<file path="src/design/kfs_pkg.sv">
// ----------------------------------------------------------------------------
// Keyframe sampler package
// Shared sizes, codes, types and the controller state type for the
// keyframe vec3 sampler.
// ----------------------------------------------------------------------------
package kfs_pkg;

  localparam int MAX_KEYS = 64;
  localparam int AW       = $clog2(MAX_KEYS);
  localparam int CW       = $clog2(MAX_KEYS + 1);

  // Quotient bits retired per divider cycle.
  localparam int DIV_STEPS  = 2;
  localparam int DIV_CYCLES = 32 / DIV_STEPS;
  localparam int DIV_CW     = $clog2(DIV_CYCLES);

  localparam int LANES = 3;

  localparam logic OP_LOAD   = 1'b0;
  localparam logic OP_SAMPLE = 1'b1;

  localparam logic STATUS_NORMAL = 1'b0;
  localparam logic STATUS_EQUAL  = 1'b1;

  localparam logic [31:0] Q_MAX = 32'h7FFF_FFFF;
  localparam logic [31:0] Q_MIN = 32'h8000_0000;

  typedef logic [AW-1:0] kfs_addr_t;
  typedef logic [CW-1:0] kfs_cnt_t;

  // Lane 0 is x, lane 1 is y, lane 2 is z.
  typedef logic [LANES-1:0][31:0] kfs_vec_t;

  typedef struct packed {
    logic        en;
    kfs_addr_t   addr;
    logic [31:0] key_time;
    kfs_vec_t    vec;
  } kfs_wr_t;

  typedef struct packed {
    logic        start;
    logic [31:0] t_sample;
    logic [31:0] t_early;
    logic [31:0] t_late;
  } kfs_div_req_t;

  typedef struct packed {
    logic               done;
    logic signed [31:0] ratio;
  } kfs_div_rsp_t;

  typedef struct packed {
    logic               start;
    logic signed [31:0] ratio;
    kfs_vec_t           early;
    kfs_vec_t           late;
  } kfs_blend_req_t;

  typedef struct packed {
    logic     done;
    kfs_vec_t res;
  } kfs_blend_rsp_t;

  typedef enum logic [2:0] {
    ST_IDLE,
    ST_SEARCH,
    ST_EARLY,
    ST_LATE,
    ST_PREP,
    ST_DIVIDE,
    ST_BLEND,
    ST_FINISH
  } kfs_state_t;

endpackage

</file>
<file path="src/design/kfs_blend.sv">
// ----------------------------------------------------------------------------
// Lane blender
// Forms early + floor(ratio * (late - early) / 65536) for x, y and z with one
// shared multiplier, one lane per cycle, and saturates each to 32 bits.
// ----------------------------------------------------------------------------
module kfs_blend (
  input  logic                    clk,
  input  logic                    rst_n,
  input  kfs_pkg::kfs_blend_req_t req,
  output kfs_pkg::kfs_blend_rsp_t rsp
);

  localparam logic [2:0] STEP_LAST = 3'd4;

  logic               run_r;
  logic               done_r;
  logic [2:0]         step_r;
  logic signed [31:0] ratio_r;
  logic signed [32:0] diff_r [kfs_pkg::LANES];
  logic signed [64:0] prod_r;
  kfs_pkg::kfs_vec_t  res_r;

  logic [1:0]         mul_lane;
  logic [1:0]         add_lane;
  logic [31:0]        early_s;
  logic signed [64:0] shifted_s;
  logic [49:0]        sum_s;
  logic [31:0]        sat_s;

  // Step 0 forms the differences, steps 1 to 3 multiply, steps 2 to 4 add.
  always_comb begin
    mul_lane  = 2'(step_r - 3'd1);
    add_lane  = 2'(step_r - 3'd2);
    early_s   = req.early[add_lane];
    shifted_s = prod_r >>> 16;
    sum_s     = {{18{early_s[31]}}, early_s} + shifted_s[49:0];
    if (!sum_s[49] && (|sum_s[48:31])) begin
      sat_s = kfs_pkg::Q_MAX;
    end else if (sum_s[49] && !(&sum_s[48:31])) begin
      sat_s = kfs_pkg::Q_MIN;
    end else begin
      sat_s = sum_s[31:0];
    end
  end

  always_ff @(posedge clk) begin
    if (!rst_n) begin
      run_r  <= 1'b0;
      done_r <= 1'b0;
      step_r <= '0;
    end else begin
      done_r <= !req.start && run_r && (step_r == STEP_LAST);
      if (req.start) begin
        run_r  <= 1'b1;
        step_r <= '0;
      end else if (run_r) begin
        step_r <= step_r + 3'd1;
        if (step_r == STEP_LAST) begin
          run_r <= 1'b0;
        end
      end
    end
  end

  always_ff @(posedge clk) begin
    if (req.start) begin
      ratio_r <= req.ratio;
    end
    if (run_r) begin
      if (step_r == 3'd0) begin
        for (int l = 0; l < kfs_pkg::LANES; l++) begin
          diff_r[l] <= {req.late[l][31], req.late[l]} - {req.early[l][31], req.early[l]};
        end
      end
      if (step_r >= 3'd1 && step_r <= 3'd3) begin
        prod_r <= ratio_r * diff_r[mul_lane];
      end
      if (step_r >= 3'd2 && step_r <= STEP_LAST) begin
        res_r[add_lane] <= sat_s;
      end
    end
  end

  assign rsp.done = done_r;
  assign rsp.res  = res_r;

endmodule

</file>
<file path="config.mk">
export PLATFORM = sky130hd
export DESIGN_NAME = kfs_blend
export DESIGN_NICKNAME = d
export VERILOG_FILES = /design/src/design/kfs_pkg.sv /design/src/design/kfs_blend.sv
export SDC_FILE = /design/constraint.sdc
export NUM_CORES = 2
export LEC_CHECK = 0
export ABC_AREA = 1
export BUFFER_PORTS_ARGS = -buffer_cell sky130_fd_sc_hd__clkbuf_2
export CAP_MARGIN = 20
export CORE_ASPECT_RATIO = 2
export CORE_UTILIZATION = 49
export CTS_BUF_LIST = sky130_fd_sc_hd__clkbuf_4 sky130_fd_sc_hd__clkbuf_8
export CTS_CLUSTER_SIZE = 28
export DETAILED_ROUTE_END_ITERATION = 10
export GPL_ROUTABILITY_DRIVEN = 0
export PLACE_DENSITY = 0.76
export SETUP_SLACK_MARGIN = 0.05
export SLEW_MARGIN = 10
export SYNTH_ARGS = -nofsm -noshare
export SYNTH_HDL_FRONTEND = slang
export SYNTH_SLANG_ARGS = --single-unit
export TNS_END_PERCENT = 100
</file>
<file path="constraint.sdc">
create_clock -name clk -period 10.8 [get_ports clk]
set_clock_uncertainty 0.15 [all_clocks]
set_input_delay 2.16 -clock clk [delete_from_list [all_inputs] [get_ports clk]]
set_output_delay 2.16 -clock clk [all_outputs]
set_load 0.05 [all_outputs]
</file>
==> results.md <==
* Status: completed
* CTS Hold Bufs at 0
* Crit path max fanout at 33
* Fin crit share at 94.99%
* Chip Width at 241.4 um
* Number of flops mapped to enable cells by yosys at 276
* Post-cts repair resize count at 0
* Gr usage total at 39.01%
* Synth top area cells: fa_1 (40%), edfxtp_1 (15%), inv_1 (10%), nand2_1 (9.1%), ha_1 (7.4%)
* Layout cell share with drive strength beyond 1 at 8.443%
* Largest net degree at the start of global routing at 101
* Top cells by count, synth: inv_1 (1528), nand2_1 (1356), fa_1 (1115)
* # rows at 175
* Nets at 8697
* Clock Latency Late Sink at 0.77 ns
* First-pass GRT wire length at 320200 um
* CP top delay family: adder cells
* Met3 WL at 24000 um
* Syn. warnings at 0
* WP data required at 11.17 ns
* # DRC at 0
* Register area share after synthesis at 14.94%
* First drt pass iteration count at 7
* Die H at 480.7 um
* Largest buffer count on any clock path at 3
* Starting density of the core at 49.41%
* PortBufs at 323
* HP Class: flop to flop
* Final wirelength at 220000 um
* Crit path top cell by count: fa_1
* Ys flop type: edfxtp_1
* Yosys reg bits at 281
* Post-DR wirelength/cell at 25.68 um
* DRT iter0 DRCs at 4822
* Setup TNS Final at 0 ns
* Min Clock Period, post-route at 10.26 ns
* P&R area growth vs syn at 8.561%
* Total grt overflow at 0
* Post-CTS Setup Repair Bufs at 0
* Highest metal used: met5
* CTS tree: done
* Slew HR at 18.91%
* IO Count at 324
* CP Launch Type: flop
* CTS root buffer: clkbuf_8
* Fin. Hold Viols at 0
* Slowest cell on the critical path: ha_1
* CP Class: flop to flop
* Reg2Reg Setup Slack at 0.54 ns
* Syn_area_per_cell at 8.325 um2
* Synth async-reset ratio at 0%
* Count of cell types in the netlist at 51
* Maxcap violations at 0
* Final setup vio count at 0
* Worst-Margin Slew at 1.216 ns
* Vias at 49.72k
* Routed length on met1 at 63810 um
* Clock sink count at 281
* Synthesized cell area at 0.05615 mm2
* Critical path data arrival time at 10.63 ns
* Post-DP HPWL at 170700 um
* Worst-path clk slew at 0.08 ns
* Post-DRT Antenna Nets at 0
* Buf/Inv on CP at 7
* Antenna violations before repair at 7
* Vias in the first global route at 53.25k
* Area leader, netlist: fa_1
* Cts bufs inserted at 44
* WL met2 at 102200 um
* CP Capture Type: flop
* Fmax at 97.48 MHz
* Post-synth top area share at 39.75%
* H-Tree Depth at 2
* Synth Instances at 6745
* Final Max Slew Viols at 0
* RSZ-0062 raised after global routing: false
* Die area at 0.1160 mm2
* Top-count cell post-synth: inv_1
* Synthesized Nets at 8419
* Slowest Stage Delay on Critical Path at 0.81 ns
* Vias/cell at 5.804
* Core area at 0.1136 mm2
-- cells in the final DEF (no fill, tap or decap), types with 113 or more instances in the layout --
cell type	count
nand2_1	1356
o21ai_0	201
nor2_1	844
edfxtp_1	276
ha_1	331
fa_1	1115
a21oi_1	297
clkbuf_2	323
inv_1	1528
nand3_1	113
xor2_1	128
-- cells by family (layout without fill, tap and decap cells) --
| family | Yosys count | in the layout | synth area share (%) |
|---|---|---|---|
| simple gates | 2455 | 2455 | 17.26 |
| fa+ha+maj | 1447 | 1447 | 47.15 |
| compound gates | 628 | 628 | 6.101 |
| flops | 281 | 281 | 14.94 |
| xor+xnor | 174 | 174 | 2.714 |
| buf+inv | 1760 | 2074 | 11.84 |
| other cells | 0 | 4 | 0 |
-- metal layers --
metal  track usage (%)  vias up
met5                 0        -
met4             41.50        8
met3             12.17     1420
met2             62.71     3517
met1             37.93    24020
li1                  -    20760
-- sequential cells by signal (all words and copies together), names as in the netlist --
register	flops
diff_r	99
rsp	96
prod_r	49
ratio_r	32
step_r	3
done_r	1
run_r	1
-- final timing paths --
kind,start,to,cells after the start
setup reg to reg,step_r[1]$_SDFFE_PP0P_,prod_r[57]$_DFFE_PP_,29
hold reg to reg,run_r$_SDFF_PN0_,step_r[0]$_SDFFE_PP0P_,2
hold / removal,run_r$_SDFF_PN0_,step_r[0]$_SDFFE_PP0P_,2
setup / recovery,step_r[1]$_SDFFE_PP0P_,prod_r[57]$_DFFE_PP_,29
-- final cells by class --
class                      instances  area (um2)
sequential                       281        8389
inverter                        1562        5868
clock buffer                      51       670.6
tap                             1504        1882
antenna                            4       10.01
multi-input combinational       4704       41240
timing repair buffer             430        2525
clock inverter                    31       380.4
fill                           10170       52680
-- per-stage QoR --
stage,instances,worst slack [ns],hold WS [ns],utilization [%],instance area (um2)
after floorplan,6745,1.620,0.3401,-,56150
after global placement,8474,1.431,0.3842,52.56,59730
after detailed placement,8474,1.379,0.3868,52.56,59730
after CTS,8556,1.342,0.2650,53.49,60780
after global routing,8564,0.3230,0.2962,53.64,60950
final,8567,0.5415,0.2691,53.64,60960
-- worst register-to-register path, delay by kind of cell (launching register included) --
kind	cells	cell delay, ns
fa+ha+maj	10	5.22
compound gates	3	0.97
simple gates	9	1.44
flops	1	0.42
buf+inv	7	1.84
Power is not shown: default switching activity piles up to over one toggle a cycle in this logic, so the estimate is an artifact.
