## src/design/kfs_pkg.sv

```systemverilog
// ----------------------------------------------------------------------------
// Keyframe sampler package
// Shared sizes, codes, types and the controller state type for the
// keyframe vec3 sampler.
// ----------------------------------------------------------------------------
package kfs_pkg;

  localparam int MAX_KEYS = 64;
  localparam int AW       = $clog2(MAX_KEYS);
  localparam int CW       = $clog2(MAX_KEYS + 1);

  // Quotient bits retired per divider cycle.
  localparam int DIV_STEPS  = 2;
  localparam int DIV_CYCLES = 32 / DIV_STEPS;
  localparam int DIV_CW     = $clog2(DIV_CYCLES);

  localparam int LANES = 3;

  localparam logic OP_LOAD   = 1'b0;
  localparam logic OP_SAMPLE = 1'b1;

  localparam logic STATUS_NORMAL = 1'b0;
  localparam logic STATUS_EQUAL  = 1'b1;

  localparam logic [31:0] Q_MAX = 32'h7FFF_FFFF;
  localparam logic [31:0] Q_MIN = 32'h8000_0000;

  typedef logic [AW-1:0] kfs_addr_t;
  typedef logic [CW-1:0] kfs_cnt_t;

  // Lane 0 is x, lane 1 is y, lane 2 is z.
  typedef logic [LANES-1:0][31:0] kfs_vec_t;

  typedef struct packed {
    logic        en;
    kfs_addr_t   addr;
    logic [31:0] key_time;
    kfs_vec_t    vec;
  } kfs_wr_t;

  typedef struct packed {
    logic        start;
    logic [31:0] t_sample;
    logic [31:0] t_early;
    logic [31:0] t_late;
  } kfs_div_req_t;

  typedef struct packed {
    logic               done;
    logic signed [31:0] ratio;
  } kfs_div_rsp_t;

  typedef struct packed {
    logic               start;
    logic signed [31:0] ratio;
    kfs_vec_t           early;
    kfs_vec_t           late;
  } kfs_blend_req_t;

  typedef struct packed {
    logic     done;
    kfs_vec_t res;
  } kfs_blend_rsp_t;

  typedef enum logic [2:0] {
    ST_IDLE,
    ST_SEARCH,
    ST_EARLY,
    ST_LATE,
    ST_PREP,
    ST_DIVIDE,
    ST_BLEND,
    ST_FINISH
  } kfs_state_t;

endpackage

```

## src/design/kfs_divider.sv

```systemverilog
// ----------------------------------------------------------------------------
// Ratio divider
// Computes the saturated Q16.16 ratio (t - te) / (tl - te) with a restoring
// divider on magnitudes, DIV_STEPS quotient bits per cycle.
// ----------------------------------------------------------------------------
module kfs_divider (
  input  logic                  clk,
  input  logic                  rst_n,
  input  kfs_pkg::kfs_div_req_t req,
  output kfs_pkg::kfs_div_rsp_t rsp
);

  logic                       run_r;
  logic                       fin_r;
  logic                       done_r;
  logic                       ovf_r;
  logic                       neg_r;
  logic [kfs_pkg::DIV_CW-1:0] cnt_r;
  logic [31:0]                rem_r;
  logic [31:0]                quo_r;
  logic [31:0]                den_r;
  logic signed [31:0]         ratio_r;

  logic        num_pos;
  logic        den_pos;
  logic [31:0] num_mag;
  logic [31:0] den_mag;
  logic [32:0] part_s;
  logic [31:0] rem_s;
  logic [31:0] quo_s;
  logic [31:0] ratio_s;

  // Magnitudes of the two differences, picked from parallel subtractions.
  always_comb begin
    num_pos = req.t_sample >= req.t_early;
    den_pos = req.t_late >= req.t_early;
    num_mag = num_pos ? (req.t_sample - req.t_early) : (req.t_early - req.t_sample);
    den_mag = den_pos ? (req.t_late - req.t_early) : (req.t_early - req.t_late);
  end

  // The dividend is |num| << 16; its upper 32 bits start in the remainder,
  // the rest shift in from the quotient register as it fills.
  always_comb begin
    rem_s  = rem_r;
    quo_s  = quo_r;
    part_s = '0;
    for (int i = 0; i < kfs_pkg::DIV_STEPS; i++) begin
      part_s = {rem_s, quo_s[31]};
      quo_s  = {quo_s[30:0], 1'b0};
      if (part_s >= {1'b0, den_r}) begin
        part_s   = part_s - {1'b0, den_r};
        quo_s[0] = 1'b1;
      end
      rem_s = part_s[31:0];
    end
  end

  // A starting remainder at or above the divisor means the quotient needs
  // more than 32 bits, which saturates in any case.
  always_comb begin
    if (ovf_r) begin
      ratio_s = neg_r ? kfs_pkg::Q_MIN : kfs_pkg::Q_MAX;
    end else if (neg_r) begin
      ratio_s = (quo_r > kfs_pkg::Q_MIN) ? kfs_pkg::Q_MIN : (~quo_r + 32'd1);
    end else begin
      ratio_s = quo_r[31] ? kfs_pkg::Q_MAX : quo_r;
    end
  end

  always_ff @(posedge clk) begin
    if (!rst_n) begin
      run_r  <= 1'b0;
      fin_r  <= 1'b0;
      done_r <= 1'b0;
      cnt_r  <= '0;
    end else begin
      done_r <= fin_r;
      fin_r  <= !req.start && run_r
                && (cnt_r == kfs_pkg::DIV_CW'(kfs_pkg::DIV_CYCLES - 1));
      if (req.start) begin
        run_r <= 1'b1;
        cnt_r <= '0;
      end else if (run_r) begin
        cnt_r <= cnt_r + 1'b1;
        if (cnt_r == kfs_pkg::DIV_CW'(kfs_pkg::DIV_CYCLES - 1)) begin
          run_r <= 1'b0;
        end
      end
    end
  end

  always_ff @(posedge clk) begin
    if (req.start) begin
      rem_r <= {16'b0, num_mag[31:16]};
      quo_r <= {num_mag[15:0], 16'b0};
      den_r <= den_mag;
      neg_r <= num_pos ^ den_pos;
    end else if (run_r) begin
      rem_r <= rem_s;
      quo_r <= quo_s;
      if (cnt_r == '0) begin
        ovf_r <= rem_r >= den_r;
      end
    end
    if (fin_r) begin
      ratio_r <= ratio_s;
    end
  end

  assign rsp.done  = done_r;
  assign rsp.ratio = ratio_r;

endmodule

```

## config.mk

```make
export PLATFORM = sky130hd
export DESIGN_NAME = kfs_divider
export DESIGN_NICKNAME = d
export VERILOG_FILES = /design/src/design/kfs_pkg.sv /design/src/design/kfs_divider.sv
export SDC_FILE = /design/constraint.sdc
export NUM_CORES = 1
export LEC_CHECK = 0
export BUFFER_PORTS_ARGS = -buffer_cell sky130_fd_sc_hd__buf_4
export CAP_MARGIN = 5
export CORE_MARGIN = 5
export CORE_UTILIZATION = 46
export DETAILED_ROUTE_END_ITERATION = 8
export GPL_ROUTABILITY_DRIVEN = 0
export HOLD_SLACK_MARGIN = 0.12
export PLACE_DENSITY = 0.7
export SLEW_MARGIN = 40
export SYNTH_ARGS = -nofsm -noshare
export SYNTH_HDL_FRONTEND = slang
export SYNTH_SLANG_ARGS = --single-unit
```

## constraint.sdc

```tcl
create_clock -name clk -period 7.5 [get_ports clk]
set_input_delay 1.5 -clock clk [delete_from_list [all_inputs] [get_ports clk]]
set_output_delay 1.5 -clock clk [all_outputs]
set_load 0.1 [all_outputs]
```

==> results.sh, run 1 <==
export IMPL_rows=70
export IMPL_rsz0062_at_grt="no"
export IMPL_worst_slew_pin_slew_ns=1.00
export IMPL_grt_antenna_before_repair=0
export IMPL_synthTopCellsByCount="226 x a21oi_1, 225 x ha_1, 196 x inv_1"
export IMPL_synthCells=2202
export IMPL_ctsLongestPathBuffers=2
export IMPL_r2r_start="rem_r[10]"
export IMPL_max_freq_mhz=149
export IMPL_drv_cap=0
export IMPL_leakage_nw=8.56
export IMPL_n_antenna_cell=0
export IMPL_pin_count=132
export IMPL_ys_flop_type="edfxtp_1"
export IMPL_yosysTopAreaCell="edfxtp_1"
export IMPL_finalInstanceArea_um2=19000
export IMPL_arrival_ns=6.91
export IMPL_syn_to_final_growth_pct=10.7
export IMPL_fin_util_pct=51.8
export IMPL_synth_seq_area_share_pct=21.7
export IMPL_finalPower_mw=6.39
export IMPL_cts_root_buffer="clkbuf_16"
export IMPL_cts_hold_buffers=0
export IMPL_drc_errors=0
export IMPL_ir_worst_vdd_v=0.000234
export IMPL_synth_edf_count=98
export IMPL_dpl_cell_area_um2=18400
export IMPL_relSlewSlack_pct=32.2
export IMPL_ys_types=78
export IMPL_finalNonFillerCells=2738
export IMPL_finalMaxSlewViolations=0
export IMPL_grt_use_total_pct=24.7
export IMPL_critical_path_class="reg -> reg"
export IMPL_drtIter0Drc=1660
export IMPL_power_density_nw_per_um2=335
export IMPL_clk_latency_ns=0.43
export IMPL_setup_ws_ns=0.782
export IMPL_grt_max_degree=59
export IMPL_ys_ff_latch=137
export IMPL_placed_cells=2706
export IMPL_routed_via_density=6.25
export IMPL_pre_cts_ws_ns=0.856
export IMPL_io_buffers=131
export IMPL_status="finished clean"
export IMPL_cts_buffers=17
export IMPL_place_hpwl_um=42500
export IMPL_final_net_count=2587
export IMPL_die_h_um=203
export IMPL_fin_crit_ns=6.72
export IMPL_fill_cells=3475
export IMPL_start_kind="register"
export IMPL_cts_max_level=4
export IMPL_yosys_warnings=0
export IMPL_hold_violations=0
export IMPL_dieWidth_um=203
export IMPL_wl_um=53400
export IMPL_synth_area_leaders="edfxtp_1 17%, ha_1 16%, a21oi_1 6.6%"
export IMPL_start_util_pct=46.7
export IMPL_dr_total_vias=17100
export IMPL_clk_pin_slew_ns=0.06
export IMPL_syn_nets=2532
export IMPL_post_cts_resized=0
export IMPL_min_path_type="reg -> reg"
export IMPL_holdWs_ns=0.519
export IMPL_path_max_fanout=24
export IMPL_die_area_um2=41300
export IMPL_first_global_vias=16300
export IMPL_critPathLaunch="rem_r[10]"
export IMPL_netlist_area_um2=17200
export IMPL_yosysMostFrequentCell="a21oi_1"
export IMPL_synth_top_cell_area_share_pct=17.1
export IMPL_finalSetupTns_ns=0
export IMPL_postCtsSetupRepairBufs=0
export IMPL_min_from="rem_r[31]"
export IMPL_cts_tree="done"
export IMPL_grt_pass1_wl_um=84200
export IMPL_synthArstFlopShare_pct=0
export IMPL_skew_ns=0.00873
export IMPL_core_um2=36800
export IMPL_final_antenna_net_count=0
export IMPL_grt_overflow_total=0
export IMPL_syn_avg_cell_area_um2=7.81
export IMPL_cts_sinks=137
export IMPL_drive_gt1_share_pct=9.82
export IMPL_drtPass1Iterations=6
export IMPL_cp_required_ns=7.69
export IMPL_drt_wirelength_per_cell_um=19.5
export IMPL_crit_path_end_kind="register"
export IMPL_setup_viol=0
export IMPL_post_route_period_util_pct=89.6
## kinds of logic after synthesis
family	count (synthesis)	synth area share, %
AO/OA/AOI/OAI	741	27.1
AND/OR/NAND/NOR	585	16.2
buffers and inverters	306	6.93
adder cells (fa/ha/maj)	231	17.1
flip-flops	137	21.7
XOR/XNOR	116	5.91
multiplexers	86	5.14
## area by class of cell
| cell class | count | area [µm²] | share of cell area, % |
|---|---|---|---|
| flip-flops and latches | 137 | 3720 | 19.6 |
| clock buffers | 19 | 433 | 2.27 |
| multi-input cells | 1759 | 12300 | 64.6 |
| inverters | 198 | 743 | 3.90 |
| well taps | 468 | 586 | 3.08 |
| clock inverters | 13 | 169 | 0.887 |
| repair buffers | 144 | 1080 | 5.68 |
## power by group
group	internal, mW	leakage (nW)	switching, mW	total, mW
clock network	0.526	0.286	0.345	0.871
registers	1.01	1.27	0.126	1.13
logic	1.76	7.00	2.62	4.38
total	3.29	8.56	3.09	6.39
## registers in the layout, indices dropped and copies added (netlist names)
register	flops
run_r	1
fin_r	1
quo_r	32
neg_r	1
ovf_r	1
den_r	32
cnt_r	4
done_r	1
ratio_r	32
rem_r	32
## layer usage
metal,vias to the layer above,global-route usage [%],share of wire [%]
met5,-,0,0
met4,0,9.66,4.0
met3,176,3.37,7.8
met2,883,40.7,46
met1,7920,32.8,43
li1,8136,-,-
## worst max-delay path, stage by stage, from the launching register on
cell	delay (ns)
edfxtp_1	0.43
ha_1	0.40
and3_1	0.30
nand3_1	0.13
a21o_1	0.19
a41oi_1	0.54
a2111oi_1	0.24
o21ai_4	0.60
buf_4	0.33
mux2_2	0.39
ha_1	0.36
a21oi_1	0.27
nand2_1	0.11
or3b_2	0.45
o21a_1	0.29
o211ai_1	0.26
a31oi_1	0.12
a211o_2	0.41
buf_4	0.27
nor2_1	0.12
a211oi_1	0.06
a21o_1	0.18
## layout by cell type, fill, tap and decap left out, types with 31 or more instances in the layout
cell type | netlist | final
dfxtp_1 | 39 | 38
nor2_1 | 153 | 153
xor2_1 | 43 | 43
inv_1 | 196 | 196
nand2_1 | 186 | 185
edfxtp_1 | 98 | 98
xnor2_1 | 73 | 73
ha_1 | 225 | 225
nand3_1 | 33 | 33
buf_4 | 1 | 144
nand4_1 | 46 | 46
mux2i_1 | 68 | 68
o21ai_0 | 179 | 178
o21bai_1 | 36 | 36
a21oi_1 | 226 | 226
a21o_1 | 74 | 74
a31oi_1 | 31 | 31
nor3_1 | 42 | 41
## final timing paths
path / slack (ns) / end / cells past startpoint
max: 0.78 / rem_r[15] / 21
min: 0.52 / rem_r[31] / 2
max reg2reg: 0.78 / rem_r[15] / 21
min reg2reg: 0.52 / rem_r[31] / 2
No activity file was read; power rests on OpenSTA's default activity.
==> run 2, diff against run 1 <==
--- a/config.mk
+++ b/config.mk
@@ -12,7 +12,7 @@
 export DETAILED_ROUTE_END_ITERATION = 8
 export GPL_ROUTABILITY_DRIVEN = 0
 export HOLD_SLACK_MARGIN = 0.12
-export PLACE_DENSITY = 0.7
+export PLACE_DENSITY = 0.75
 export SLEW_MARGIN = 40
 export SYNTH_ARGS = -nofsm -noshare
 export SYNTH_HDL_FRONTEND = slang
==> results.sh, run 2 (synthesized netlist as in run 1, its figures left out) <==
export IMPL_dieWidth_um=203
export IMPL_grt_pass1_wl_um=85300
export IMPL_r2r_setup_slack_ns=0.55
export IMPL_grt_antenna_before_repair=0
export IMPL_core_um2=36800
export IMPL_max_freq_mhz=144
export IMPL_dr_total_vias=17400
export IMPL_skew_ns=0.0136
export IMPL_cts_root_buffer="clkbuf_16"
export IMPL_arrival_ns=7.10
export IMPL_setup_viol=0
export IMPL_crit_path_end_kind="register"
export IMPL_ir_worst_vdd_v=0.000237
export IMPL_holdWs_ns=0.524
export IMPL_cts_max_level=4
export IMPL_n_antenna_cell=0
export IMPL_finalMaxSlewViolations=0
export IMPL_final_common_cell="a21oi_1"
export IMPL_relSlewSlack_pct=44.6
export IMPL_routed_via_density=6.36
export IMPL_power_density_nw_per_um2=340
export IMPL_grt_use_total_pct=24.7
export IMPL_syn_to_final_growth_pct=11.2
export IMPL_path_max_fanout=21
export IMPL_final_net_count=2592
export IMPL_drive_gt1_share_pct=10.1
export IMPL_io_buffers=131
export IMPL_cts_sinks=137
export IMPL_most_common_layout_cells="226 x a21oi_1, 225 x ha_1, 196 x inv_1, 186 x nand2_1, 178 x o21ai_0"
export IMPL_pin_count=132
export IMPL_clk_pin_slew_ns=0.06
export IMPL_cts_tree="done"
export IMPL_first_global_vias=16500
export IMPL_grt_max_degree=62
export IMPL_worst_slew_pin_slew_ns=0.831
export IMPL_fin_util_pct=52.0
export IMPL_drc_errors=0
export IMPL_cts_buffers=17
export IMPL_status="finished clean"
export IMPL_grt_overflow_total=0
export IMPL_hold_violations=0
export IMPL_drt_wirelength_per_cell_um=19.6
export IMPL_die_h_um=203
export IMPL_rsz0062_at_grt="no"
export IMPL_critical_path_class="reg -> reg"
export IMPL_wl_um=53700
export IMPL_post_route_period_util_pct=92.7
export IMPL_clk_latency_ns=0.43
export IMPL_leakage_nw=8.62
export IMPL_finalSetupTns_ns=0
export IMPL_min_path_type="reg -> reg"
export IMPL_drtPass1Iterations=7
export IMPL_rows=70
export IMPL_cts_hold_buffers=0
export IMPL_final_antenna_net_count=0
export IMPL_die_area_um2=41300
export IMPL_ctsLongestPathBuffers=2
export IMPL_drtIter0Drc=1733
export IMPL_drv_cap=0
export IMPL_cp_required_ns=7.65
export IMPL_start_util_pct=46.7
export IMPL_postCtsSetupRepairBufs=0
export IMPL_start_kind="register"
export IMPL_place_hpwl_um=42700
export IMPL_post_cts_resized=0
export IMPL_fin_crit_ns=6.95
==> run 2: changes by cell type in the layout (fill, tap and decap cells not counted), sizes merged <==
cell,previous run,this run
bufinv,3,2
clkbuf,19,17
buf,144,149
clkinv,4,3
inv,201,208
clkinvlp,3,0
==> run 2: worst paths after layout <==
kind                  from         to  cells after the start
setup / recovery  rem_r[7]  rem_r[14]                     20
setup reg to reg  rem_r[7]  rem_r[14]                     20
hold reg to reg   cnt_r[3]      fin_r                      2
hold / removal    cnt_r[3]      fin_r                      2
==> run 2: critical path, stage by stage, from the launching register on <==
cell and delay, ns:
edfxtp_1 0.43, ha_1 0.42, nand2_1 0.08, o21ai_0 0.40
nand2_1 0.13, a41oi_1 0.58, a2111oi_0 0.32, o21ai_4 0.61
buf_4 0.29, mux2_2 0.36, ha_1 0.37, and3_1 0.23
o211ai_1 0.13, a31oi_1 0.35, o21a_1 0.34, o211ai_1 0.17
a31oi_1 0.18, a211o_1 0.67, buf_4 0.30, mux2i_1 0.20
mux2i_1 0.09
==> run 2: report_power, final <==
part | switching [mW] | internal (mW) | total, mW
clock | 0.380 | 0.509 | 0.889
sequential | 0.134 | 1.01 | 1.14
combinational | 2.70 | 1.77 | 4.47
total | 3.21 | 3.28 | 6.50
==> run 2: stage by stage <==
step	cells	area (µm²)	power (mW)	setup slack (ns)
final	2743	19100	6.50	0.546
after global placement	2710	18500	5.32	1.06
after floorplan	2202	17200	4.38	1.78
after global routing	2743	19100	6.96	0.185
after CTS	2742	19100	6.38	0.704
after detailed placement	2710	18500	5.44	0.752
==> run 2: cell type report <==
| type | count | area (µm²) |
|---|---|---|
| clock inverter | 15 | 193 |
| clock buffer | 17 | 425 |
| multi-input combinational | 1759 | 12300 |
| sequential | 137 | 3720 |
| tap | 468 | 586 |
| fill | 3428 | 17700 |
| inverter | 198 | 743 |
| timing repair buffer | 149 | 1140 |
==> run 2: routing by layer <==
metal / vias to the layer above / global-route usage (%) / part of all wire [%]
li1: 8138 / - / -
met1: 8147 / 32.5 / 41
met2: 980 / 41.4 / 46
met3: 171 / 3.48 / 8.8
met4: 0 / 9.30 / 4.1
met5: - / 0 / 0
